--- src/design/bte_ram.sv ---
// Generic single-write, single-read RAM with registered read data.
// No dependencies.
module bte_ram #(
    parameter int WIDTH = 64,
    parameter int DEPTH = 64
) (
    input  logic                                   i_clk,
    input  logic                                   i_we,
    input  logic [(DEPTH > 1 ? $clog2(DEPTH) : 1)-1:0] i_waddr,
    input  logic [WIDTH-1:0]                       i_wdata,
    input  logic                                   i_re,
    input  logic [(DEPTH > 1 ? $clog2(DEPTH) : 1)-1:0] i_raddr,
    output logic [WIDTH-1:0]                       o_rdata
);

    logic [WIDTH-1:0] r_mem [DEPTH];
    logic [WIDTH-1:0] r_rdata;

    always_ff @(posedge i_clk) begin
        if (i_we) begin
            r_mem[i_waddr] <= i_wdata;
        end
        if (i_re) begin
            r_rdata <= r_mem[i_raddr];
        end
    end

    assign o_rdata = r_rdata;

endmodule

--- config.mk ---
export PLATFORM = sky130hd
export DESIGN_NAME = bte_ram
export DESIGN_NICKNAME = d
export VERILOG_FILES = /design/src/design/bte_ram.sv
export SDC_FILE = /design/constraint.sdc
export NUM_CORES = 2
export LEC_CHECK = 0
export BUFFER_PORTS_ARGS = -buffer_cell sky130_fd_sc_hd__buf_2
export CAP_MARGIN = 10
export CELL_PAD_IN_SITES_DETAIL_PLACEMENT = 1
export CELL_PAD_IN_SITES_GLOBAL_PLACEMENT = 2
export CORE_ASPECT_RATIO = 1.25
export CORE_MARGIN = 2
export CORE_UTILIZATION = 55
export DETAILED_ROUTE_END_ITERATION = 6
export PLACE_DENSITY_LB_ADDON = 0.05
export RECOVER_POWER = 100
export SLEW_MARGIN = 20
export SYNTH_ARGS = -nofsm -noshare
export SYNTH_HDL_FRONTEND = slang
export SYNTH_SLANG_ARGS = --single-unit
export TNS_END_PERCENT = 1
--- constraint.sdc ---
create_clock -name i_clk -period 17 [get_ports i_clk]
set_input_delay 1.7 -clock i_clk [delete_from_list [all_inputs] [get_ports i_clk]]
set_output_delay 1.7 -clock i_clk [all_outputs]
set_load 0.005 [all_outputs]
==> out/metrics.cfg <==
[worst_setup_path]
cp_max_fo = 76
required_ps = 17760
arrival_ps = 11320
path_class = in2reg
slowest_delay_ps = 2940
worst_path_max_delay_cell = clkbuf_1
cpMostUsedCell = clkbuf_1
worst_setup_path_end_kind = register
path_cells = buf_8 -> clkbuf_1 -> clkbuf_1 -> clkbuf_1 -> or2_2 -> o22ai_1 -> o22ai_1 -> and3_1
start_kind = primary input

[cts]
h-tree-depth = 5
clk_pin_slew_worst_paths_ps = 60
cts.sinks = 4160
clk_path_buf_depth = 4
cts_resized = 0
cts-root-buf = clkbuf_16
hold_buffers = 0
clk_latency_ps = 930
cts_setup_buffers = 0
numCtsBuffers = 399
cts_tree = yes

[die]
core_area_um2 = 284000
die_y_um = 601
rows = 219
dieArea_um2 = 290000
die_w_um = 482
io_pins = 143
initial_core_util = 0.552

[placed_design]
dp_cells = 10300
dp_hpwl_um = 247000
placedInstanceArea_um2 = 163000
place.port_buffers = 142
place_congestion = 0.773
dp_slack_ps = 10240

[synth]
ys_dominant_reg_cell = edfxtp_1
async_flop_share = 0
syn_area_um2 = 157000
synth_cells = 6598
yosys_warnings = 0
synth-seq-cells = 4160
seq_area_frac_synth = 0.796
synthesis.nets = 6677
synth.avg_cell_area_um2 = 23.8
synth_edf_count = 4160
synth_cell_types = 32

[route]
wl_um = 466000
drt-pass1-iter-count = 6
route.detailed.drc = 0
avgRoutedWirePerCell_um = 42.0
postRouteAntennaNets = 0
drt-initial-drc-count = 10300
vias = 76900
viasPerCell = 6.93

[power_and_ir_drop]
powerDensity_nw_per_um2 = 122
p_leak_nw = 53.7
p_total_mw = 21.3
vdd_ir_drop_max_uv = 107

[timing]
drv_slew = 8894
slew-limit-headroom = -3.02
final_hold_viol_count = 0
skew_ps = 43.4
hold-worst-slack_ps = 921
rsz0062_at_grt = false
period_minus_slack_ps = 10560
max_freq_mhz = 94.7
finalWorstSetupSlack_ps = 6440
worst_pin_slew_ps = 6020
final.period_utilization = 0.621
fin_tns_setup_ps = 0
setup_violations = 0

[global_routing]
grt_pass1_vias = 79900
global_route.overflow_total = 0
grt_pass1_wl_um = 644000
grt_max_degree = 111
track_usage = 0.324
antenna_found_initial = 40

[cells_and_area]
final_common_cell = edfxtp_1
final_cell_mix = edfxtp_1, mux4_2, clkbuf_16
nNetsFinal = 7074
final_cells = 11100
finalCoreUtilization = 0.615
areaGrowthSynthToFinish_pct = 11.3
drive_above_1_share = 0.236
fin_area_um2 = 175000

[run_status]
violations = capacitance limit, slew limit
outcome = complete, but fails checks

[worst_hold_path]
hp-class = reg2reg

[run]
max_cap_viol_count = 255

==> worst paths after layout <==
| check | slack [ps] | depth (start not counted) | from | to |
|---|---|---|---|---|
| max | 6440 | 8 | i_raddr[1] | o_rdata[44] |
| min | 920 | 4 | r_mem[38][10] | o_rdata[10] |
| max reg2reg | 14670 | 5 | r_mem[47][38] | o_rdata[38] |
| min reg2reg | 920 | 4 | r_mem[38][10] | o_rdata[10] |
==> critical path, delay by kind of cell <==
family / cells / cell delay [ps]
buf+inv: 4 / 7640
simple gates: 2 / 1170
compound gates: 2 / 560
==> cells by family (layout without fill, tap and decap cells) <==
kind of cell / Yosys count / in the layout / synth area share
AOI/OAI and AO/OA: 504 / 504 / 0.0247
buffers and inverters: 389 / 1110 / 0.0118
DFF: 4160 / 4160 / 0.796
muxes: 1159 / 1159 / 0.156
other: 0 / 20 / 0
and+or+nand+nor: 386 / 386 / 0.0123
==> power by group <==
group	switching, mW	total, mW	internal, mW
registers	0.0412	11.4	11.4
clock network	3.80	8.89	5.09
logic	0.597	0.938	0.341
total	4.44	21.3	16.8
==> cell usage after synthesis (45+ instances only) <==
cell	count	area share
a211oi_1	63	0.0030
a22o_1	88	0.0049
a22oi_1	168	0.0080
and3_1	64	0.0026
buf_2	170	0.0054
clkbuf_1	140	0.0033
edfxtp_1	4160	0.80
mux2i_1	135	0.0086
mux4_2	1024	0.15
nand2_1	58	0.0014
nand3_1	45	0.0014
nor2_1	112	0.0027
o22ai_1	83	0.0033
==> layer usage <==
metal,vias to the layer above,share of wire,track usage
met5,-,0.00019,0
met4,16,0.034,0.0996
met3,770,0.085,0.0522
met2,4067,0.50,0.530
met1,42700,0.38,0.455
li1,29300,-,-
==> state kept, by name (all words and copies together) (netlist names) <==
name,cells
o_rdata,64
r_mem,4096
==> layout make-up <==
cell class                      count  area (um2)
Antenna cell                       20        50.0
Clock buffer                      491       10600
Clock inverter                    234        2290
Fill cell                       22500      110000
Inverter                           19        71.3
Multi-Input combinational cell   2049       30400
Sequential cell                  4160      125000
Tap cell                         3757        4700
Timing Repair Buffer              366        1770
Power figures use the tool's default switching activity.
